$ cat config.mk
export PLATFORM = sky130hd
export DESIGN_NAME = npem_front
export DESIGN_NICKNAME = d
export VERILOG_FILES = /design/src/sv/npem_pkg.sv /design/src/sv/npem_front.sv
export SDC_FILE = /design/constraint.sdc
export NUM_CORES = 1
export LEC_CHECK = 0
export BUFFER_PORTS_ARGS = -buffer_cell sky130_fd_sc_hd__buf_2
export CAP_MARGIN = 40
export CORE_AREA = 2 2 59 61
export DETAILED_ROUTE_END_ITERATION = 8
export DIE_AREA = 0 0 61 63
export GPL_TIMING_DRIVEN = 1
export MAX_ROUTING_LAYER = met4
export PLACE_DENSITY = 0.74
export SYNTH_ARGS = -nofsm -noshare
export SYNTH_HDL_FRONTEND = slang
export SYNTH_SLANG_ARGS = --single-unit
export TNS_END_PERCENT = 100
$ cat constraint.sdc
create_clock -name vclk -period 1.57
set_input_delay 0.314 -clock vclk [all_inputs]
set_output_delay 0.314 -clock vclk [all_outputs]
set_load 0.01 [all_outputs]
$ cat src/sv/npem_pkg.sv
// Shared types and constants for the nearest-point efficiency map.
package npem_pkg;

  localparam int MAX_COLUMNS_DEF = 32;
  localparam int MAX_ROWS_DEF    = 32;
  localparam int CFG_RESET       = 32;
  localparam int CFG_INDEX_W     = 1;
  localparam int CFG_DATA_W      = 6;
  localparam int QUEUE_DEPTH     = 2;

  localparam logic [CFG_INDEX_W-1:0] CFG_COLUMNS = 1'b0;
  localparam logic [CFG_INDEX_W-1:0] CFG_ROWS    = 1'b1;

  localparam logic [1:0] OP_LOAD_AXIS = 2'd0;
  localparam logic [1:0] OP_LOAD_CELL = 2'd1;
  localparam logic [1:0] OP_QUERY     = 2'd2;

  // Divide by 25600: round offset, shift by 256, then reciprocal of 100.
  localparam int          PCT_HALF    = 12800;
  localparam int          RECIP_SHIFT = 30;
  localparam logic [23:0] RECIP_MUL   = 24'd10737419;
  localparam logic [16:0] SAT_POS     = 17'd32767;
  localparam logic [16:0] SAT_NEG_MAG = 17'd32768;

  typedef struct packed {
    logic [1:0]         op;
    logic [4:0]         row_index;
    logic [4:0]         col_index;
    logic signed [15:0] axis_rpm;
    logic signed [15:0] cell_torque;
    logic [14:0]        cell_efficiency;
    logic signed [15:0] query_rpm;
    logic signed [15:0] query_torque;
  } item_t;

  typedef struct packed {
    logic signed [15:0] effective_torque;
    logic [14:0]        efficiency;
    logic [4:0]         rpm_point;
    logic [4:0]         torque_point;
  } result_t;

  typedef enum logic [1:0] {
    CMD_AXIS,
    CMD_CELL,
    CMD_QUERY
  } cmd_kind_t;

  typedef struct packed {
    cmd_kind_t          kind;
    logic [4:0]         row;
    logic [4:0]         col;
    logic signed [15:0] a;
    logic signed [15:0] b;
    logic [14:0]        eff;
  } cmd_t;

endpackage

$ cat src/sv/npem_front.sv
// Front end: takes input transfers, drops out-of-range loads and unknown ops, builds back-end commands.
module npem_front import npem_pkg::*; #(
  parameter int MAX_COLUMNS = MAX_COLUMNS_DEF,
  parameter int MAX_ROWS    = MAX_ROWS_DEF
) (
  input  logic  start,
  input  logic  busy,
  input  item_t item,
  output logic  push,
  output cmd_t  cmd
);

  logic col_ok;
  logic row_ok;
  logic keep;

  assign col_ok = int'(item.col_index) < MAX_COLUMNS;
  assign row_ok = int'(item.row_index) < MAX_ROWS;

  always_comb begin
    cmd.kind = CMD_QUERY;
    cmd.row  = item.row_index;
    cmd.col  = item.col_index;
    cmd.a    = item.query_rpm;
    cmd.b    = item.query_torque;
    cmd.eff  = item.cell_efficiency;
    keep     = 1'b0;
    unique case (item.op)
      OP_LOAD_AXIS: begin
        cmd.kind = CMD_AXIS;
        cmd.a    = item.axis_rpm;
        keep     = col_ok;
      end
      OP_LOAD_CELL: begin
        cmd.kind = CMD_CELL;
        cmd.b    = item.cell_torque;
        keep     = col_ok && row_ok;
      end
      OP_QUERY: begin
        keep = 1'b1;
      end
      default: begin
        keep = 1'b0;
      end
    endcase
  end

  assign push = start && !busy && keep;

endmodule

# Word level (Yosys, flattened, before mapping)
# Cells that the tools add are included.
# word_totals
ff_bits,0
in_bits,93
out_inout_bits,60
# classes
reduce_logical,5
n_eq_ne,2
n_mux,4
# ops
cell,n
$mux W16,2
$pmux W2 S2,1
$reduce_or A3 Y1,1
$eq A2 B1 Y1 const B,1
$eq A2 B2 Y1 const B,1
$logic_and A1 B1 Y1,2
$logic_not A2 Y1,1
$logic_not A1 Y1,1
$mux W1,1

# Depth between registers and ports, before layout
# Gate-level depths: netlist of run 1.
# depth
word_depth,4
depth_mapped,4

# Least setup slack after synthesis of run 1
# Ideal clock, no wire load.
# synth_timing
path_kind,in2out
from,input item[89] (netlist bit)
to,output cmd[36] (netlist bit)
cell_stages,3
required_time_ns,1.256
arrival_ns,1.100
slack_ns,0.156
cell_sequence,nor2_2 -> buf_6 -> mux2_2
# synth_lines
element,line,source
from (decl),npem_front.sv:8,"input item_t item,"
to (decl),npem_front.sv:10,output cmd_t cmd

==> run metrics, run 1 <==
run status=finished clean; syn nets=158; input/output buffers=103; Final min period=1.53 ns; die width=61 um; WS Path Type=primary input to output pin; fin nets=238; total grt overflow=0; Synth Cell Area=654 um2; Post-Route WL=2360 um; ant diodes=0; num rows=21; CP cell instances=buf_6 -> nor2b_4 -> clkbuf_16 -> mux2_4 -> buf_2; clkbuf count=0; die area=0.00384 mm2; GR peak layer=met2; Final Cell Area=0.00125 mm2; Core ar.=0.00323 mm2; critical path endpoint category=output pin; WL/cell=12.5 um; met2 Use GR=20.7%; WP buf/inv=3; first-pass GRT wire length=2860 um; Critical Path Max Stage Delay=0.29 ns; grt met3 use=0.621%; fin. max-slew vios=0; register area share after synthesis=0%; fmax=654 MHz; Tcrit/Tclk final=97.4%; DR pass1 iterations=2; sequential cell count=0; largest net degree at the start of global routing=18; pwr/cell area=309 mW/mm2; hold_buf cts=0; # DRC=0; class of the worst hold path=primary input to output pin; Worst-Margin Slew=0.163 ns; Placed Area=0.00103 mm2; Layout Cells excl Fill=189; Worst VDD drop=0.120 mV; Area Overhead vs Synth=91.8%; Routed Antenna Nets=0; vias=784; unrepaired setup endpoints after global routing=false; Avg Cell Area, Syn=10.1 um2; DR vias/cell=4.15; vias in the first global route=697; Top delay family on crit path=buffers and inverters; Cells after DPL=187; Initial Utilization=20.2%; register area=0 um2; I/O pins=153; Critical Path RT=1.26 ns; Post-Synthesis Cells=65; fraction of layout cells with a size suffix above 1=98.6%; Final GP Congestion=0.690; Cell variety after synth=10; DR iter-0 viols=2; final setup fails=0; worst rel slew slack=89.0%; CP Launch Type=primary input; detailed placement HPWL=1940 um; CP max FO=8; met1 Resource Use GR=8.87%; Lkg Pwr=0.691 nW; Syn. warnings=0; Fin. Hold Viols=0; Worst Path Arrival=1.21 ns; Total GRT Usage=9.72%; DIE HEIGHT=63 um; initial antenna violation count=0; CP max-delay cell=mux2_4; Max-Cap Viols=0
[stage by stage]
| step | power (W) | hold WS (ns) | utilization (%) | worst slack [ns] | TNS [ns] |
|---|---|---|---|---|---|
| 2_1_floorplan | 0.000218 | 0.674 | - | 0.156 | 0 |
| 3_3_place_gp | 0.000300 | 0.628 | 32.0 | 0.00996 | 0 |
| 3_5_place_dp | 0.000304 | 0.628 | 32.0 | -0.000194 | -0.000320 |
| 4_1_cts | 0.000307 | 0.628 | 32.1 | 0.0104 | 0 |
| 5_1_grt | 0.000418 | 0.628 | 38.8 | 0.00292 | 0 |
| 6_report | 0.000387 | 0.628 | 38.8 | 0.0413 | 0 |
[repair_timing]
action                     4_1_cts  5_1_grt
pin swaps                        0        1
gates resized for setup          1       33
setup endpoints to repair        7       23
buffers inserted                 0        0
cloned                           0        2
[layout by cell type, fill, tap and decap left out]
cell and count:
nor2_4 1, buf_12 2, buf_6 21, inv_1 1, nor2b_4 1, buf_2 82, a211oi_1 1, mux2_2 15
mux2_4 17, clkbuf_16 2
[routing by layer]
layer	vias to the layer above	share of wire (%)
met4	0	1.1
li1	356	-
met5	-	0
met1	344	34
met3	6	13
met2	78	52
[cell families after synthesis]
family,after synthesis,share of synthesized area [%]
muxes,32,60.2
AOI/OAI and AO/OA,1,1.15
buffers and inverters,30,36.3
and+or+nand+nor,2,2.30
[power by group]
| part | switching (W) | internal (W) | total (W) |
|---|---|---|---|
| Sequential | 0 | 0 | 0 |
| Combinational | 0.000135 | 0.000252 | 0.000387 |
| Clock | 0 | 0 | 0 |
[worst paths after layout]
kind,startpoint,endpoint,slack [ns],cells past startpoint
min,item[46],cmd[14],0.63,0
max,item[89],cmd[21],0.04,5
[cells in the mapped netlist]
master,count,share of area [%]
buf_12,1,3.1
buf_6,2,3.4
nor2_2,1,0.96
a211oi_1,1,1.1
clkbuf_1,1,0.57
mux2_2,23,40
buf_4,25,29
nor2b_2,1,1.3
mux2_4,9,21
inv_1,1,0.57
[layout make-up]
class                      instances  area [um2]
fill                             326        1980
inverter                           1        3.75
multi-input combinational         35         457
tap                               46        57.6
timing repair buffer             107         737
No activity file was read; power rests on OpenSTA's default activity.
==> run 2: changes to the inputs <==
==> constraint.sdc (replaced) <==
create_clock -name vclk -period 1.57
set_input_delay 0.314 -clock vclk [all_inputs]
set_output_delay 0.314 -clock vclk [all_outputs]
set_load 0.005 [all_outputs]
==> run metrics, run 2 (synthesized netlist as in run 1, its figures left out) <==
Final GP Congestion=0.687; # DRC=0; Fillers=334; ant diodes=0; worst hold slack=0.628 ns; first-pass GRT wire length=2870 um; Top delay family on crit path=buffers and inverters; Final Cell Area=0.00118 mm2; most common cell after layout, fill and taps aside=buf_2; Final min period=1.56 ns; Routed Antenna Nets=0; fin nets=238; register area=0 um2; num rows=21; Total GRT Usage=9.68%; Placed Area=0.00103 mm2; Power Total=0.000328 W; DR pass1 iterations=2; WL/cell=12.5 um; CP max FO=8; Initial Utilization=20.2%; WS Path Type=primary input to output pin; fin. max-slew vios=0; unrepaired setup endpoints after global routing=true; WP buf/inv=3; Tcrit/Tclk final=99.5%; sequential cell count=0; Worst VDD drop=0.0866 mV; pwr/cell area=277 mW/mm2; vias in the first global route=713; final setup fails=0; worst slack at placement=0.00927 ns; DIE HEIGHT=63 um; commonest non-fill, non-tap cells in the layout=buf_2, mux2_2, mux2_4; Worst Path Arrival=1.25 ns; Core ar.=0.00323 mm2; I/O pins=153; worst rel slew slack=86.3%; fmax=640 MHz; vias=769; CP Launch Type=primary input; class of the worst hold path=primary input to output pin; Critical Path RT=1.26 ns; clkbuf count=0; total grt overflow=0; critical path endpoint category=output pin; Setup Buffers After CTS=0; Fin. Hold Viols=0; DR iter-0 viols=5; Post-Route WL=2370 um; input/output buffers=103; initial antenna violation count=0; DR vias/cell=4.07; Lkg Pwr=0.655 nW; Fin Setup TNS=0 ns; Max-Cap Viols=0; detailed placement HPWL=1930 um; run status=finished clean; die area=0.00384 mm2; Final WS setup=0.00727 ns; CP max-delay cell=mux2_4; fraction of layout cells with a size suffix above 1=98.6%; Critical Path Max Stage Delay=0.31 ns; Area Overhead vs Synth=80.7%; die width=61 um; CP cell instances=buf_8 -> nor2b_4 -> clkbuf_16 -> mux2_4 -> buf_6; Worst-Margin Slew=0.205 ns; largest net degree at the start of global routing=18; hold_buf cts=0
## run 2: changes by cell type in the layout (fill, tap and decap cells not counted)
cell,previous run,this run
buf_6,21,10
buf_2,82,91
mux2_2,15,20
mux2_4,17,12
buf_8,0,2
nor2_2,0,1
nor2_4,1,0
## run 2: path summary, 6_finish.rpt
check	slack, ns	from	to	depth (start not counted)
hold / removal	0.63	item[44]	cmd[12]	0
setup / recovery	0.007	item[89]	cmd[22]	5
## run 2: through the flow
| stage | utilization, % | instances |
|---|---|---|
| after CTS | 32.0 | 187 |
| after detailed placement | 32.0 | 187 |
| after floorplan | - | 65 |
| after global routing | 36.6 | 189 |
| final | 36.6 | 189 |
| after global placement | 32.0 | 187 |
## run 2: power by group
group | switching, W | internal, W | total [W]
sequential | 0 | 0 | 0
clock | 0 | 0 | 0
combinational | 0.000103 | 0.000225 | 0.000328
total | 0.000103 | 0.000225 | 0.000328
## run 2: final cells by class
| cell class | instances | area [um2] | share of cell area [%] |
|---|---|---|---|
| repair buffers | 107 | 688 | 58.2 |
| multi-input cells | 35 | 433 | 36.6 |
| well taps | 46 | 57.6 | 4.87 |
| inverters | 1 | 3.75 | 0.317 |
## run 2: layer usage
layer,routed length [um],up-vias,track usage [%]
li1,-,356,-
met1,755,329,8.74
met2,1260,78,20.7
met3,325,6,0.621
met4,27,0,1.36
met5,0,-,-
## run 2: timing repair
item,4_1_cts,5_1_grt
endpoints found under the hold margin,0,0
resized for setup,0,20
endpoints found under the setup margin,0,24
==> run 3: changes to the inputs <==
==> constraint.sdc (replaced) <==
create_clock -name vclk -period 1.57
set_input_delay 0.157 -clock vclk [all_inputs]
set_output_delay 0.157 -clock vclk [all_outputs]
set_load 0.005 [all_outputs]
==> run metrics, run 3 (synthesized netlist as in run 1, its figures left out) <==
run status=finished clean; hold_buf cts=0; Fillers=355; fin. max-slew vios=0; Worst VDD drop=0.0786 mV; CP max FO=17; detailed placement HPWL=1930 um; clkbuf count=0; Max-Cap Viols=0; Critical Path RT=1.41 ns; fin nets=236; die width=61 um; fraction of layout cells with a size suffix above 1=98.6%; DR iter-0 viols=6; Setup Buffers After CTS=0; Worst-Margin Slew=0.195 ns; Fin Setup TNS=0 ns; Fin. Hold Viols=0; vias in the first global route=657; Post-Route WL=2070 um; vias=747; DR vias/cell=3.99; num rows=21; unrepaired setup endpoints after global routing=false; Tcrit/Tclk final=79.1%; commonest non-fill, non-tap cells in the layout=buf_2, mux2_2, mux2_4; worst rel slew slack=86.9%; Total GRT Usage=8.89%; critical path endpoint category=output pin; most common cell after layout, fill and taps aside=buf_2; input/output buffers=103; Area Overhead vs Synth=56.0%; first-pass GRT wire length=2590 um; ant diodes=0; largest net degree at the start of global routing=18; DIE HEIGHT=63 um; die area=0.00384 mm2; Worst Path Arrival=1.09 ns; Final GP Congestion=0.691; pwr/cell area=263 mW/mm2; Initial Utilization=20.2%; post-cts sizing count=0; WS Path Type=primary input to output pin; register area=0 um2; total grt overflow=0; crit path from=item[89]; # DRC=0; Lkg Pwr=0.586 nW; class of the worst hold path=primary input to output pin; CP Capture Point=cmd[19]; initial antenna violation count=0; Final WS setup=0.328 ns; final setup fails=0; fmax=805 MHz; WL/cell=11.1 um; worst slack at placement=0.332 ns; Routed Antenna Nets=0; sequential cell count=0; Core ar.=0.00323 mm2; CP Launch Type=primary input; Final min period=1.24 ns; I/O pins=153; DR pass1 iterations=2
-- run 3: changes by cell type in the layout (fill, tap and decap cells not counted), moves of 2 or more --
cell / before / now
buf_2: 91 / 103
buf_6: 10 / 0
mux2_4: 12 / 9
buf_8: 2 / 0
clkbuf_16: 2 / 0
mux2_2: 20 / 23
-- run 3: per-layer routing --
metal / track usage (%) / up-vias / part of all wire, %
li1: - / 352 / -
met1: 7.39 / 311 / 33
met2: 19.6 / 78 / 51
met3: 0.621 / 6 / 15
met4: 1.36 / 0 / 1.3
met5: - / - / 0
-- run 3: per-stage QoR --
step	util (%)	cell area (um2)	hold slack, ns	std cells	power [W]
after global placement	31.6	1020	0.314	187	0.000268
after detailed placement	31.6	1020	0.314	187	0.000271
final	31.6	1020	0.314	187	0.000268
after CTS	31.6	1020	0.314	187	0.000273
after global routing	31.6	1020	0.314	187	0.000295
after floorplan	-	654	0.344	65	0.000176
-- run 3: worst min path at each step --
stage                     startpoint  endpoint  slack [ns]  cells after the start
after floorplan                 busy      push        0.34                      1
after global placement      item[79]   cmd[47]        0.31                      0
after detailed placement    item[79]   cmd[47]        0.31                      0
after CTS                   item[79]   cmd[47]        0.31                      0
after global routing        item[35]    cmd[3]        0.31                      0
final                       item[44]   cmd[12]        0.31                      0
-- run 3: worst max-delay path, stage by stage --
cell	delay, ns
buf_2	0.10
nor2b_2	0.18
buf_12	0.18
mux2_2	0.34
buf_2	0.12
-- run 3: layout make-up --
cell class / instances / area (um2) / area share (%)
multi-input cells: 35 / 417 / 40.8
inverters: 1 / 3.75 / 0.368
repair buffers: 105 / 543 / 53.2
well taps: 46 / 57.6 / 5.64
-- run 3: where the power goes --
group          switching [W]  internal [W]
clock network              0             0
registers                  0             0
logic              0.0000896      0.000179
