### config.mk
export PLATFORM = sky130hd
export DESIGN_NAME = npem_queue
export DESIGN_NICKNAME = d
export VERILOG_FILES = /design/src/sv/npem_pkg.sv /design/src/sv/npem_queue.sv
export SDC_FILE = /design/constraint.sdc
export NUM_CORES = 1
export LEC_CHECK = 0
export ABC_CLOCK_PERIOD_IN_PS = 4250
export BUFFER_PORTS_ARGS = -buffer_cell sky130_fd_sc_hd__buf_2
export CELL_PAD_IN_SITES_DETAIL_PLACEMENT = 0
export CELL_PAD_IN_SITES_GLOBAL_PLACEMENT = 1
export CORE_UTILIZATION = 43
export CTS_CLUSTER_DIAMETER = 30
export DETAILED_ROUTE_END_ITERATION = 8
export PLACE_DENSITY_LB_ADDON = 0.1
export SLEW_MARGIN = 20
export SYNTH_ARGS = -nofsm -noshare
export SYNTH_HDL_FRONTEND = slang
export SYNTH_SLANG_ARGS = --single-unit
### constraint.sdc
create_clock -name clk -period 4.25 [get_ports clk]
set_input_delay 0.85 -clock clk [delete_from_list [all_inputs] [get_ports clk]]
set_output_delay 0.85 -clock clk [all_outputs]
set_load 0.02 [all_outputs]
### src/sv/npem_pkg.sv
// Shared types and constants for the nearest-point efficiency map.
package npem_pkg;

  localparam int MAX_COLUMNS_DEF = 32;
  localparam int MAX_ROWS_DEF    = 32;
  localparam int CFG_RESET       = 32;
  localparam int CFG_INDEX_W     = 1;
  localparam int CFG_DATA_W      = 6;
  localparam int QUEUE_DEPTH     = 2;

  localparam logic [CFG_INDEX_W-1:0] CFG_COLUMNS = 1'b0;
  localparam logic [CFG_INDEX_W-1:0] CFG_ROWS    = 1'b1;

  localparam logic [1:0] OP_LOAD_AXIS = 2'd0;
  localparam logic [1:0] OP_LOAD_CELL = 2'd1;
  localparam logic [1:0] OP_QUERY     = 2'd2;

  // Divide by 25600: round offset, shift by 256, then reciprocal of 100.
  localparam int          PCT_HALF    = 12800;
  localparam int          RECIP_SHIFT = 30;
  localparam logic [23:0] RECIP_MUL   = 24'd10737419;
  localparam logic [16:0] SAT_POS     = 17'd32767;
  localparam logic [16:0] SAT_NEG_MAG = 17'd32768;

  typedef struct packed {
    logic [1:0]         op;
    logic [4:0]         row_index;
    logic [4:0]         col_index;
    logic signed [15:0] axis_rpm;
    logic signed [15:0] cell_torque;
    logic [14:0]        cell_efficiency;
    logic signed [15:0] query_rpm;
    logic signed [15:0] query_torque;
  } item_t;

  typedef struct packed {
    logic signed [15:0] effective_torque;
    logic [14:0]        efficiency;
    logic [4:0]         rpm_point;
    logic [4:0]         torque_point;
  } result_t;

  typedef enum logic [1:0] {
    CMD_AXIS,
    CMD_CELL,
    CMD_QUERY
  } cmd_kind_t;

  typedef struct packed {
    cmd_kind_t          kind;
    logic [4:0]         row;
    logic [4:0]         col;
    logic signed [15:0] a;
    logic signed [15:0] b;
    logic [14:0]        eff;
  } cmd_t;

endpackage

### src/sv/npem_queue.sv
// Short command queue between front end and back end.
module npem_queue import npem_pkg::*; (
  input  logic clk,
  input  logic rst,
  input  logic push,
  input  cmd_t wdata,
  input  logic pop,
  output cmd_t head,
  output logic full,
  output logic empty
);

  localparam int QAW = (QUEUE_DEPTH > 1) ? $clog2(QUEUE_DEPTH) : 1;

  cmd_t             slots [QUEUE_DEPTH];
  logic [QAW-1:0]   wr_ptr;
  logic [QAW-1:0]   rd_ptr;
  logic [QAW:0]     count;

  always_ff @(posedge clk) begin
    if (push) begin
      slots[wr_ptr] <= wdata;
    end
  end

  always_ff @(posedge clk) begin
    if (rst) begin
      wr_ptr <= '0;
      rd_ptr <= '0;
      count  <= '0;
    end else begin
      if (push) begin
        wr_ptr <= (int'(wr_ptr) == QUEUE_DEPTH - 1) ? '0 : wr_ptr + 1'b1;
      end
      if (pop) begin
        rd_ptr <= (int'(rd_ptr) == QUEUE_DEPTH - 1) ? '0 : rd_ptr + 1'b1;
      end
      unique case ({push, pop})
        2'b10:   count <= count + 1'b1;
        2'b01:   count <= count - 1'b1;
        default: count <= count;
      endcase
    end
  end

  assign head  = slots[rd_ptr];
  assign full  = int'(count) == QUEUE_DEPTH;
  assign empty = count == '0;

endmodule

## Yosys cells after proc, flatten, opt, wreduce, memory -nomap -nowiden

Memory sizes are Yosys's and may differ from the RTL's. A register that Yosys moved wholly into a read port is not among the register bits.
Cells that the tools add are included.

- Div/mod/pow operators: 0
- $lt $le $gt $ge: 0
- Reduce and logical (&&, ||, !) cells: 2
- Equal/unequal tests: 3
- Multipliers: 0
- $add $sub $neg: 4
- Bitwise logic cells: 0
- Mux-type cells: 7
- Shifts and indexed selects: 0

Operator list:

| kind | count |
|---|---|
| $mux 1 | 6 |
| $eq 2x2->1 const B | 2 |
| $pmux 2 s2 | 1 |
| $add 1x1->1 const B | 2 |
| $add 2x1->2 const B | 1 |
| $eq 2x1->1 const B | 1 |
| $logic_not 2->1 | 1 |
| $reduce_bool 2->1 | 1 |
| $sub 2x1->2 const B | 1 |

- Register bits after elaboration: 4
- Bits in read-only memories: 0
- Word-level logic and storage cells: 20
- Memories: 1
- RAM bits: 118
- Bits in latches: 0

Memories:

| memory | depth | width | read ports | clocked after Yosys merged registers in | write ports | line | text |
|---|---|---|---|---|---|---|---|
| slots | 2 | 59 | 1 | 1 | 1 | npem_queue.sv:15 | `cmd_t slots [QUEUE_DEPTH];` |

## Depth between registers and ports, before layout

Gate-level depths: netlist of the first run.

- Word-level depth: 4
- Depth in mapped cells: 5
- Mapped depth without buffers: 5

## Least setup slack after synthesis of the first run

Ideal clock, no wire load.

- Path type: input port to flip-flop
- Start point: in push
- End point: mem slots[0][0] in the netlist's numbering, enable pin
- Stages on the path: 2
- Required time: 3772 ps
- Setup time: 478 ps
- Data arrival time: 3384 ps
- Setup slack: 389 ps
- Cell sequence: inv_1 nor2_1

- Word-level cells in the longest chain between the ends: 2

RTL lines:

| item | line | text |
|---|---|---|
| start, declared | npem_queue.sv:5 | `input logic push,` |
| $mux 1 | npem_queue.sv:21 | `if (push) begin` |
| $mux 1 (implied by the code) | npem_queue.sv:22 | `slots[wr_ptr] <= wdata;` |
| end, declared | npem_queue.sv:15 |  |

Every way passes these cells.

==> summary.txt, run 1 <==
STA
  – Worst clock skew: 0.00447 ns
  – Worst-Margin Slew: 0.862 ns
  – Max frequency: 325 MHz
  – Min Tclk post-route: 3.08 ns
  – Post-route worst setup slack: 1.17 ns
  – Fin crit share: 0.725
  – Final Hold Viols: 0
  – Fin. max-slew vios: 0
  – Count of final setup violators: 0
  – Setup TNS: 0 ns
  – Worst rel slew slack: 0.424
  – RSZ-0062 raised after global routing: false

Finish
  – Final instance area: 5780 sq um
  – Most frequent cells in the layout: 123 x buf_2, 118 x edfxtp_1, 59 x mux2_2
  – Diodes inserted: 0
  – Post-route core utilization: 0.583
  – Filler instances: 812
  – Share of cells above drive strength 1: 0.612
  – Area grow syn2layout: 29.5%
  – Commonest non-fill, non-tap cell in the layout: buf_2
  – Nets: 410

Clock network
  – Root buf cell: clkbuf_8
  – Post-CTS Hold Buffers: 0
  – Post-cts resize count: 0
  – H-tree depth: 4
  – Clk slew on worst S/H paths: 0.05 ns
  – Clock tree buffer depth: 2
  – Clk_lat worst skew: 0.49 ns
  – Inserted Clock Buffers: 17
  – Setup bufs post-CTS: 0
  – Clock tree from TritonCTS: done
  – CTS Sinks: 123

Route
  – DR vias: 2311
  – 1st-iter DRT viols: 67
  – Antenna viol nets, final: 0
  – DR vias/cell: 4.71
  – Drt pass-1 iters: 4
  – Post-route DRC: 0
  – Final WL: 7580 um
  – Routed WL per cell: 15.4 um

Place
  – I/O Buffers: 123
  – Pre-CTS setup slack: 1.64 ns
  – Cell area after placement: 5260 sq um
  – GP Congestion: 0.663
  – Dpl hpwl: 4850 um

Flow run
  – Maxcap violations: 0

Floorplanning
  – Die X: 104 um
  – Die Footprint: 10800 sq um
  – Core box area: 9910 sq um
  – Initial Util: 0.450
  – Die height: 104 um
  – I/O Pins: 124
  – FP Rows: 36

Synthesis
  – Syn Area/Cell: 21.7 sq um
  – Simple-Gate Fraction of Synth Area: 0.00982
  – Part of the Yosys area used for sequential elements: 0.817
  – Yosys cell types: 15
  – Largest cells by area after synthesis: edfxtp_1 79%, mux2_2 15%, dfxtp_1 2.2%
  – Yosys top cell area share: 0.794
  – Mux share of post-synthesis cell area: 0.149
  – Cells after Synth: 206
  – Warnings from Yosys: 0
  – Synth area leader: edfxtp_1
  – Mapped Area: 4460 sq um
  – Syn Nets: 270
  – Main combinational cell family by area after synthesis: multiplexers
  – Compound-Gate Fraction of Synth Area: 0.00224
  – Post-synthesis adder-cell area fraction: 0.00281
  – Post-synthesis xor/xnor area fraction: 0.00785
  – #FFs+latches synth: 123

GRT
  – Initial antenna violation count: 0
  – First-pass GRT wire length: 11800 um
  – Largest net degree at the start of global routing: 33
  – Remaining Overflow, GRT: 0
  – GRT Total Usage: 0.147
  – Vias in the first global route: 2359

Setup path
  – Worst-path fanout max: 31
  – Crit path launch type: flop
  – R2R depth: 2
  – Crit path DAT: 2.23 ns
  – CP Class: reg2out
  – Crit. End Element: primary output
  – Reg-to-reg setup timing slack: 2.57 ns
  – Reg-to-reg startpoint: wr_ptr$_SDFFE_PP0P_
  – Reg-to-reg critical path endpoint: slots[0][29]$_DFFE_PP_
  – Crit path required time: 3.40 ns

Worst hold path
  – WHS Path Cells: 2
  – Worst Hold Launch: count[1]$_SDFFE_PP0P_
  – Worst Hold Path EP: count[1]$_SDFFE_PP0P_
  – Worst min path class: reg2reg

Run status
  – Status: finished, final reports clean

Power and ir drop
  – Static leakage: 2.18 nW
  – Tot Pwr: 3.02 mW
  – Maximum vdd drop: 292 uV
  – PD cells: 523 nW/um^2
[layer usage]
layer / up-vias / global-route usage / wire, um
met2: 73 / 0.245 / 3910
met3: 9 / 0.0508 / 439
li1: 1096 / - / -
met4: 0 / 0.0714 / 125
met1: 1133 / 0.169 / 3110
met5: - / 0 / 0
[layout make-up]
| class | count | area [sq um] | share of cell area |
|---|---|---|---|
| sequential | 123 | 3640 | 0.631 |
| multi-input combinational | 75 | 774 | 0.134 |
| timing repair buffer | 128 | 666 | 0.115 |
| clock buffer | 19 | 422 | 0.0730 |
| tap | 133 | 166 | 0.0288 |
| clock inverter | 12 | 101 | 0.0175 |
| inverter | 1 | 3.75 | 0.000650 |
[through the flow]
| step | instances | hold slack (ns) |
|---|---|---|
| after floorplan | 206 | 0.461 |
| final | 491 | 0.503 |
| after detailed placement | 460 | 0.502 |
| after global placement | 460 | 0.491 |
| after CTS | 491 | 0.510 |
| after global routing | 491 | 0.512 |
[kinds of logic (layout without fill, tap and decap cells)]
group,after synthesis,count (layout)
AOI/OAI and AO/OA,2,2
DFF,123,123
buffers and inverters,8,160
muxes,59,59
xor gates and xnor gates,4,4
adders and majority gates,1,1
and+or+nand+nor,9,9
[registers in the layout, summed over array words and instances (netlist names), named ones only]
signal	count
count	2
rd_ptr	1
slots	118
wr_ptr	1
[how the worst max path moves through the flow]
stage / from / to / slack (ns)
after detailed placement: flop / head[50] / 1.64
after global placement: flop / head[45] / 1.64
final: flop / head[58] / 1.17
after global routing: flop / head[45] / 1.02
after floorplan: push / slots[0][0]$_DFFE_PP_ / 0.39
after CTS: flop / head[17] / 1.10
[where the power goes]
part | total [mW] | internal, mW | switching [mW]
logic | 0.328 | 0.139 | 0.189
clock network | 1.25 | 0.766 | 0.482
registers | 1.44 | 1.41 | 0.0294
total | 3.02 | 2.32 | 0.701
[cells in the mapped netlist]
master	n
a21oi_1	1
and2_1	1
and2b_2	1
buf_2	5
buf_6	2
dfxtp_1	5
edfxtp_1	118
ha_1	1
inv_1	1
mux2_2	59
nor2_1	6
o21ai_0	1
or3_1	1
xnor2_1	3
xor2_1	1
[critical path, stage by stage, from the launching register on]
cell and delay [ns]:
dfxtp_2 0.84, buf_4 0.37, mux2_2 0.37, buf_2 0.16
No activity file was read; power rests on OpenSTA's default activity.
==> run 2: changes to the inputs <==
--- a/config.mk
+++ b/config.mk
@@ -5,11 +5,11 @@
 export SDC_FILE = /design/constraint.sdc
 export NUM_CORES = 1
 export LEC_CHECK = 0
-export ABC_CLOCK_PERIOD_IN_PS = 4250
+export ABC_CLOCK_PERIOD_IN_PS = 2500
 export BUFFER_PORTS_ARGS = -buffer_cell sky130_fd_sc_hd__buf_2
 export CELL_PAD_IN_SITES_DETAIL_PLACEMENT = 0
 export CELL_PAD_IN_SITES_GLOBAL_PLACEMENT = 1
-export CORE_UTILIZATION = 43
+export CORE_UTILIZATION = 39
 export CTS_CLUSTER_DIAMETER = 30
 export DETAILED_ROUTE_END_ITERATION = 8
 export PLACE_DENSITY_LB_ADDON = 0.1
==> constraint.sdc (replaced) <==
create_clock -name clk -period 2.5 [get_ports clk]
set_input_delay 0.5 -clock clk [delete_from_list [all_inputs] [get_ports clk]]
set_output_delay 0.5 -clock clk [all_outputs]
set_load 0.02 [all_outputs]
==> run 2 against run 1 <==
  * Sequential cell count stayed put
  * Via count is 0.61% lower
  * Cell area is 1.2% higher
  * Clock power is 74% higher
  * Largest cell class unchanged
  * Clock skew is 0.0029 ns higher
  * Critical endpoint is now head[56]
  * Power is 72% higher
  * Combinational power is 78% higher
  * Core utilization is 5.1 points lower
  * Register-to-register slack worse by 1.5 ns
  * Wire length is 5.1% higher
  * Sequential share of layout area is 0.74 points lower
==> summary.txt, run 2 (same netlist as run 1, synthesis figures left out) <==
Run status
  – Status: finished, final reports clean (unchanged)

Setup path
  – Crit. End Element: primary output (unchanged)
  – Slowest-stage cell, CP: dfxtp_2 (unchanged)
  – CP Class: reg2out (unchanged)
  – Crit path launch type: flop (unchanged)
  – Worst-path fanout max: 24 (was 31)
  – R2R depth: 2 (unchanged)
  – CP Cell Sequence: buf_12 -> mux2_2 -> buf_2 (was buf_4 -> mux2_2 -> buf_2)
  – Reg-to-reg setup timing slack: 1.03 ns (was 2.57 ns)
  – Reg-to-reg startpoint: wr_ptr$_SDFFE_PP0P_ (unchanged)
  – Reg-to-reg critical path endpoint: slots[1][17]$_DFFE_PP_ (was slots[0][29]$_DFFE_PP_)
  – Crit path DAT: 1.81 ns (was 2.23 ns)
  – Crit path required time: 2.00 ns (was 3.40 ns)
  – Crit path largest cell delay: 0.62 ns (was 0.84 ns)

Floorplanning
  – Die Footprint: 11900 sq um (was 10800 sq um)
  – I/O Pins: 124 (unchanged)
  – FP Rows: 38 (was 36)
  – Die X: 109 um (was 104 um)
  – Die height: 109 um (was 104 um)
  – Initial Util: 0.406 (was 0.450)
  – Core box area: 11000 sq um (was 9910 sq um)

STA
  – Fin. max-slew vios: 0 (unchanged)
  – Worst rel slew slack: 0.660 (was 0.424)
  – Min Tclk post-route: 2.31 ns
  – Final Hold Viols: 0 (unchanged)
  – RSZ-0062 raised after global routing: false (unchanged)
  – Count of final setup violators: 0 (unchanged)
  – Worst-Margin Slew: 0.510 ns (was 0.862 ns)
  – Worst clock skew: 0.00738 ns (was 0.00447 ns)
  – Max frequency: 433 MHz
  – Setup TNS: 0 ns (unchanged)
  – Fin crit share: 0.925

Finish
  – Share of cells above drive strength 1: 0.611 (was 0.612)
  – Commonest non-fill, non-tap cell in the layout: buf_2 (unchanged)
  – Reg with most FFs: slots (unchanged)
  – Max reg flops: 118 (unchanged)
  – Area grow syn2layout: 31.1% (was 29.5%)
  – Most frequent cells in the layout: 123 x buf_2, 118 x edfxtp_1, 59 x mux2_2 (unchanged)
  – Nets: 411 (was 410)
  – Post-route core utilization: 0.532 (was 0.583)
  – Diodes inserted: 0 (unchanged)
  – Biggest regs: slots: 118 flops, count: 2 flops (unchanged)

Power and ir drop
  – Tot Pwr: 5.21 mW (was 3.02 mW)
  – Clk pwr share: 0.418 (was 0.413)
  – Sequential power share: 0.470 (was 0.478)
  – Psw: 1.20 mW (was 0.701 mW)
  – Maximum vdd drop: 380 uV (was 292 uV)
  – Internal power: 4.01 mW (was 2.32 mW)
  – Static leakage: 2.20 nW (was 2.18 nW)
  – Switch share: 0.231 (was 0.232)
  – Combinational fraction of design power: 0.112 (was 0.109)
  – PD cells: 891 nW/um^2 (was 523 nW/um^2)

Clock network
  – Post-cts resize count: 0 (unchanged)
  – Clk slew on worst S/H paths: 0.06 ns (was 0.05 ns)
  – Clk_lat worst skew: 0.40 ns (was 0.49 ns)
  – Root buf cell: clkbuf_16 (was clkbuf_8)
  – CTS Sinks: 123 (unchanged)
  – H-tree depth: 4 (unchanged)
  – Setup bufs post-CTS: 0 (unchanged)
  – Clock tree buffer depth: 2 (unchanged)
  – Inserted Clock Buffers: 17 (unchanged)
  – Clock tree from TritonCTS: done (unchanged)
  – Post-CTS Hold Buffers: 0 (unchanged)

Route
  – Post-route DRC: 0 (unchanged)
  – DR vias/cell: 4.59 (was 4.71)
  – Routed WL per cell: 15.9 um (was 15.4 um)
  – Antenna viol nets, final: 0 (unchanged)
  – Final WL: 7970 um (was 7580 um)
  – Drt pass-1 iters: 4 (unchanged)
  – 1st-iter DRT viols: 88 (was 67)
  – DR vias: 2297 (was 2311)

GRT
  – GRT Total Usage: 0.143 (was 0.147)
  – Remaining Overflow, GRT: 0 (unchanged)
  – Largest net degree at the start of global routing: 36 (was 33)
  – Vias in the first global route: 2370 (was 2359)
  – First-pass GRT wire length: 11900 um (was 11800 um)
  – Initial antenna violation count: 0 (unchanged)

Flow run
  – Maxcap violations: 0 (unchanged)

Worst hold path
  – Worst Hold Path EP: slots[0][11]$_DFFE_PP_ (was count[1]$_SDFFE_PP0P_)
  – Worst min path class: in2reg (was reg2reg)
  – Worst Hold Launch: wdata[11] (was count[1]$_SDFFE_PP0P_)
  – WHS Path Cells: 1 (was 2)

Place
  – I/O Buffers: 123 (unchanged)
  – GP Congestion: 0.673 (was 0.663)
  – Dpl hpwl: 5280 um (was 4850 um)
-- run 2: layout make-up --
cell class              instances  area, sq um
inverters                       1         3.75
multi-input cells              75          774
flip-flops and latches        123         3640
clock inverters                12          101
fillers                       926         5140
repair buffers                129          711
clock buffers                  20          437
well taps                     140          175
-- run 2: critical path: cells and delay by family (launching register included) --
family | cells | cell delay (ns)
flops | 1 | 0.62
buf+inv | 2 | 0.40
mux | 1 | 0.36
-- run 2: power by group through the flow --
stage	registers, mW	logic [mW]	clock network (mW)
6_report	2.45	0.583	2.18
2_1_floorplan	2.47	0.378	0
4_1_cts	2.45	0.598	2.23
3_3_place_gp	2.48	0.592	0
3_5_place_dp	2.49	0.594	0
5_1_grt	2.46	0.628	2.34
-- run 2: layer usage --
layer,routed length [um],global-route usage
met1,3140,0.154
met2,4080,0.236
met3,677,0.0741
met4,72,0.0579
met5,0,0
-- run 2: how the worst max path moves through the flow --
stage,start,end,cells past startpoint
2_1_floorplan,push,slots[0][0]$_DFFE_PP_,2
3_3_place_gp,flop,head[56],3
3_5_place_dp,flop,head[56],3
4_1_cts,flop,head[56],3
5_1_grt,flop,head[56],3
6_report,flop,head[56],3
-- run 2: metrics by stage --
stage	hold WS, ns	instances	setup slack [ns]	cell area, sq um
5_1_grt	0.260	500	0.0924	5850
3_3_place_gp	0.480	468	0.577	5310
6_report	0.286	500	0.188	5850
2_1_floorplan	0.461	206	0.00913	4460
3_5_place_dp	0.504	468	0.591	5310
4_1_cts	0.264	500	0.144	5850
==> run 3: changes to the inputs <==
--- a/config.mk
+++ b/config.mk
@@ -5,11 +5,12 @@
 export SDC_FILE = /design/constraint.sdc
 export NUM_CORES = 1
 export LEC_CHECK = 0
-export ABC_CLOCK_PERIOD_IN_PS = 2500
+export ABC_AREA = 1
+export ABC_CLOCK_PERIOD_IN_PS = 2900
 export BUFFER_PORTS_ARGS = -buffer_cell sky130_fd_sc_hd__buf_2
 export CELL_PAD_IN_SITES_DETAIL_PLACEMENT = 0
 export CELL_PAD_IN_SITES_GLOBAL_PLACEMENT = 1
-export CORE_UTILIZATION = 39
+export CORE_UTILIZATION = 47
 export CTS_CLUSTER_DIAMETER = 30
 export DETAILED_ROUTE_END_ITERATION = 8
 export PLACE_DENSITY_LB_ADDON = 0.1
==> constraint.sdc (replaced) <==
create_clock -name clk -period 2.9 [get_ports clk]
set_input_delay 0.58 -clock clk [delete_from_list [all_inputs] [get_ports clk]]
set_output_delay 0.58 -clock clk [all_outputs]
set_load 0.02 [all_outputs]
==> run 3 against run 2 <==
  * Wire length decreased by 3.2%
  * Clock skew decreased by 0.00066 ns
  * Critical path depth unchanged
  * Synthesized area increased by 1.5%
  * Register-to-register slack improved by 0.42 ns
  * Worst hold slack got worse by 0.025 ns
  * Combinational power decreased by 19%
  * First-iteration DRC count decreased by 18%
  * Sequential power decreased by 15%
  * Core utilization increased by 11 points
  * Cell area increased by 1.8%
  * Critical path type unchanged
  * Critical endpoint is now head[10]
==> summary.txt, run 3 <==
Run status
  – Status: finished, final reports clean (unchanged)

Route
  – 1st-iter DRT viols: 72 (was 88)
  – Antenna viol nets, final: 0 (unchanged)
  – DR vias: 2350 (was 2297)
  – Post-route DRC: 0 (unchanged)
  – DR vias/cell: 4.70 (was 4.59)
  – Routed WL per cell: 15.4 um (was 15.9 um)
  – Final WL: 7720 um (was 7970 um)
  – Drt pass-1 iters: 6 (was 4)

Synthesis
  – Largest cells by area after synthesis: edfxtp_1 78%, mux2_2 12%, mux2_4 3.3% (was edfxtp_1 79%, mux2_2 15%, dfxtp_1 2.2%)
  – Ys flop type: edfxtp_1 (unchanged)
  – Cells after Synth: 217 (was 206)
  – Most instantiated cells after synthesis: 118 x edfxtp_1, 49 x mux2_2, 10 x mux2_4, 10 x nor2_1, 7 x inv_1 (was 118 x edfxtp_1, 59 x mux2_2, 6 x nor2_1)
  – Syn Area/Cell: 20.9 sq um (was 21.7 sq um)
  – Post-synth ARST share: 0 (unchanged)
  – Top-count cell post-synth: edfxtp_1 (unchanged)
  – EDFF count, synth: 118 (unchanged)
  – Part of the Yosys area used for sequential elements: 0.805 (was 0.817)
  – Mux share of post-synthesis cell area: 0.155 (was 0.149)
  – Main combinational cell family by area after synthesis: multiplexers (unchanged)
  – Post-synthesis adder-cell area fraction: 0.00276 (was 0.00281)
  – Compound-Gate Fraction of Synth Area: 0.00221 (was 0.00224)
  – Mapped Area: 4530 sq um (was 4460 sq um)
  – Syn Nets: 281 (was 270)
  – Simple-Gate Fraction of Synth Area: 0.0149 (was 0.00982)
  – Post-synthesis xor/xnor area fraction: 0.00193 (was 0.00785)
  – Warnings from Yosys: 0 (unchanged)
  – #FFs+latches synth: 123 (unchanged)
  – Yosys top cell area share: 0.783 (was 0.794)
  – Yosys cell types: 16 (was 15)
  – Synth area leader: edfxtp_1 (unchanged)

STA
  – Worst clock skew: 0.00672 ns (was 0.00738 ns)
  – Setup TNS: 0 ns (unchanged)
  – RSZ-0062 raised after global routing: false (unchanged)
  – Fin. max-slew vios: 0 (unchanged)
  – Worst rel slew slack: 0.616 (was 0.660)
  – Fin crit share: 0.880
  – Max frequency: 392 MHz
  – Final Hold Viols: 0 (unchanged)
  – Min Tclk post-route: 2.55 ns
  – Count of final setup violators: 0 (unchanged)
  – Worst-Margin Slew: 0.576 ns (was 0.510 ns)

Place
  – GP Congestion: 0.704 (was 0.673)
  – I/O Buffers: 123 (unchanged)
  – Dpl hpwl: 5070 um (was 5280 um)

Setup path
  – CP Cell Sequence: buf_12 -> mux2_2 -> buf_2 (unchanged)
  – Crit path launch type: flop (unchanged)
  – CP Class: reg2out (unchanged)
  – R2R depth: 3 (was 2)
  – Reg-to-reg setup timing slack: 1.45 ns (was 1.03 ns)
  – Crit path largest cell delay: 0.69 ns (was 0.62 ns)
  – Reg-to-reg critical path endpoint: slots[1][3]$_DFFE_PP_ (was slots[1][17]$_DFFE_PP_)
  – Worst-path fanout max: 21 (was 24)
  – Crit path DAT: 1.97 ns (was 1.81 ns)
  – Crit. End Element: primary output (unchanged)
  – Reg-to-reg startpoint: wr_ptr$_SDFFE_PP0P_ (unchanged)
  – Crit path required time: 2.32 ns (was 2.00 ns)
  – Slowest-stage cell, CP: dfxtp_2 (unchanged)

Finish
  – Reg with most FFs: slots (unchanged)
  – Nets: 422 (was 411)
  – Max reg flops: 118 (unchanged)
  – Commonest non-fill, non-tap cell in the layout: buf_2 (unchanged)
  – Biggest regs: slots: 118 flops, count: 2 flops (unchanged)
  – Share of cells above drive strength 1: 0.598 (was 0.611)
  – Area grow syn2layout: 31.5% (was 31.1%)
  – Most frequent cells in the layout: 123 x buf_2, 118 x edfxtp_1, 49 x mux2_2 (was 123 x buf_2, 118 x edfxtp_1, 59 x mux2_2)
  – Diodes inserted: 0 (unchanged)

Worst hold path
  – Worst min path class: in2reg (unchanged)
  – Worst Hold Path EP: slots[1][29]$_DFFE_PP_ (was slots[0][11]$_DFFE_PP_)
  – WHS Path Cells: 1 (unchanged)
  – Worst Hold Launch: wdata[29] (was wdata[11])

Power and ir drop
  – Tot Pwr: 4.66 mW (was 5.21 mW)
  – PD cells: 783 nW/um^2 (was 891 nW/um^2)
  – Static leakage: 2.30 nW (was 2.20 nW)
  – Maximum vdd drop: 510 uV (was 380 uV)

Clock network
  – H-tree depth: 4 (unchanged)
  – Clock tree from TritonCTS: done (unchanged)
  – Post-CTS Hold Buffers: 0 (unchanged)
  – CTS Sinks: 123 (unchanged)
  – Inserted Clock Buffers: 17 (unchanged)
  – Clk_lat worst skew: 0.50 ns (was 0.40 ns)
  – Root buf cell: clkbuf_8 (was clkbuf_16)
  – Clk slew on worst S/H paths: 0.06 ns (about the same)
  – Post-cts resize count: 0 (unchanged)
  – Setup bufs post-CTS: 0 (unchanged)
  – Clock tree buffer depth: 2 (unchanged)

Floorplanning
  – Die Footprint: 10000 sq um (was 11900 sq um)
  – I/O Pins: 124 (unchanged)
  – Die height: 100 um (was 109 um)
  – Initial Util: 0.488 (was 0.406)
  – Die X: 100 um (was 109 um)
  – FP Rows: 35 (was 38)
  – Core box area: 9280 sq um (was 11000 sq um)

GRT
  – Initial antenna violation count: 0 (unchanged)
  – First-pass GRT wire length: 12000 um (was 11900 um)
  – Vias in the first global route: 2451 (was 2370)
  – Largest net degree at the start of global routing: 36 (unchanged)
  – Remaining Overflow, GRT: 0 (unchanged)
  – GRT Total Usage: 0.167 (was 0.143)

Flow run
  – Maxcap violations: 0 (unchanged)
==> run 3: layer usage <==
layer	part of all wire	wire, um	GRT usage	vias to the layer above
li1	-	-	-	1129
met4	0.015	118	0.0725	0
met3	0.068	523	0.0745	10
met2	0.52	4020	0.287	71
met1	0.40	3050	0.178	1140
met5	0	0	0	-
==> run 3: worst max-delay path: cells and delay by family, from the launching register on <==
kind	cells	cell delay (ns)
mux	1	0.34
buf+inv	2	0.42
flops	1	0.69
==> run 3: area by class of cell <==
cell class / instances / area (sq um)
fillers: 716 / 3330
well taps: 129 / 161
multi-input cells: 80 / 808
repair buffers: 129 / 711
clock buffers: 17 / 414
flip-flops and latches: 123 / 3640
clock inverters: 15 / 188
inverters: 7 / 26.3
==> run 3: cell families after synthesis <==
family                   after synthesis
buffers and inverters                 14
AO/OA/AOI/OAI                          2
adder cells (fa/ha/maj)                1
XOR/XNOR                               1
multiplexers                          59
flip-flops                           123
AND/OR/NAND/NOR                       17
==> run 3: metrics by stage <==
stage | setup WS [ns] | hold WS [ns] | std cells | instance area [sq um] | util
6_report | 0.347 | 0.261 | 500 | 5950 | 0.641
5_1_grt | 0.210 | 0.231 | 500 | 5950 | 0.641
4_1_cts | 0.262 | 0.229 | 500 | 5950 | 0.641
3_5_place_dp | 0.809 | 0.509 | 468 | 5350 | 0.576
3_3_place_gp | 0.842 | 0.495 | 468 | 5350 | 0.576
2_1_floorplan | 0.329 | 0.480 | 217 | 4530 | -
==> run 3: power by group <==
group	internal, mW	total [mW]	leakage, nW	switching (mW)
Sequential	2.06	2.09	1.15	0.0348
Clock	1.32	2.10	0.288	0.773
Combinational	0.208	0.475	0.866	0.267
==> run 3: worst max path at each step <==
stage | from | to | cells past startpoint
floorplan | push | slots[0][0]$_DFFE_PP_ | 2
global placement | flop | head[12] | 3
detailed placement | flop | head[21] | 3
CTS | flop | head[21] | 3
global route | flop | head[21] | 3
finish | flop | head[10] | 3
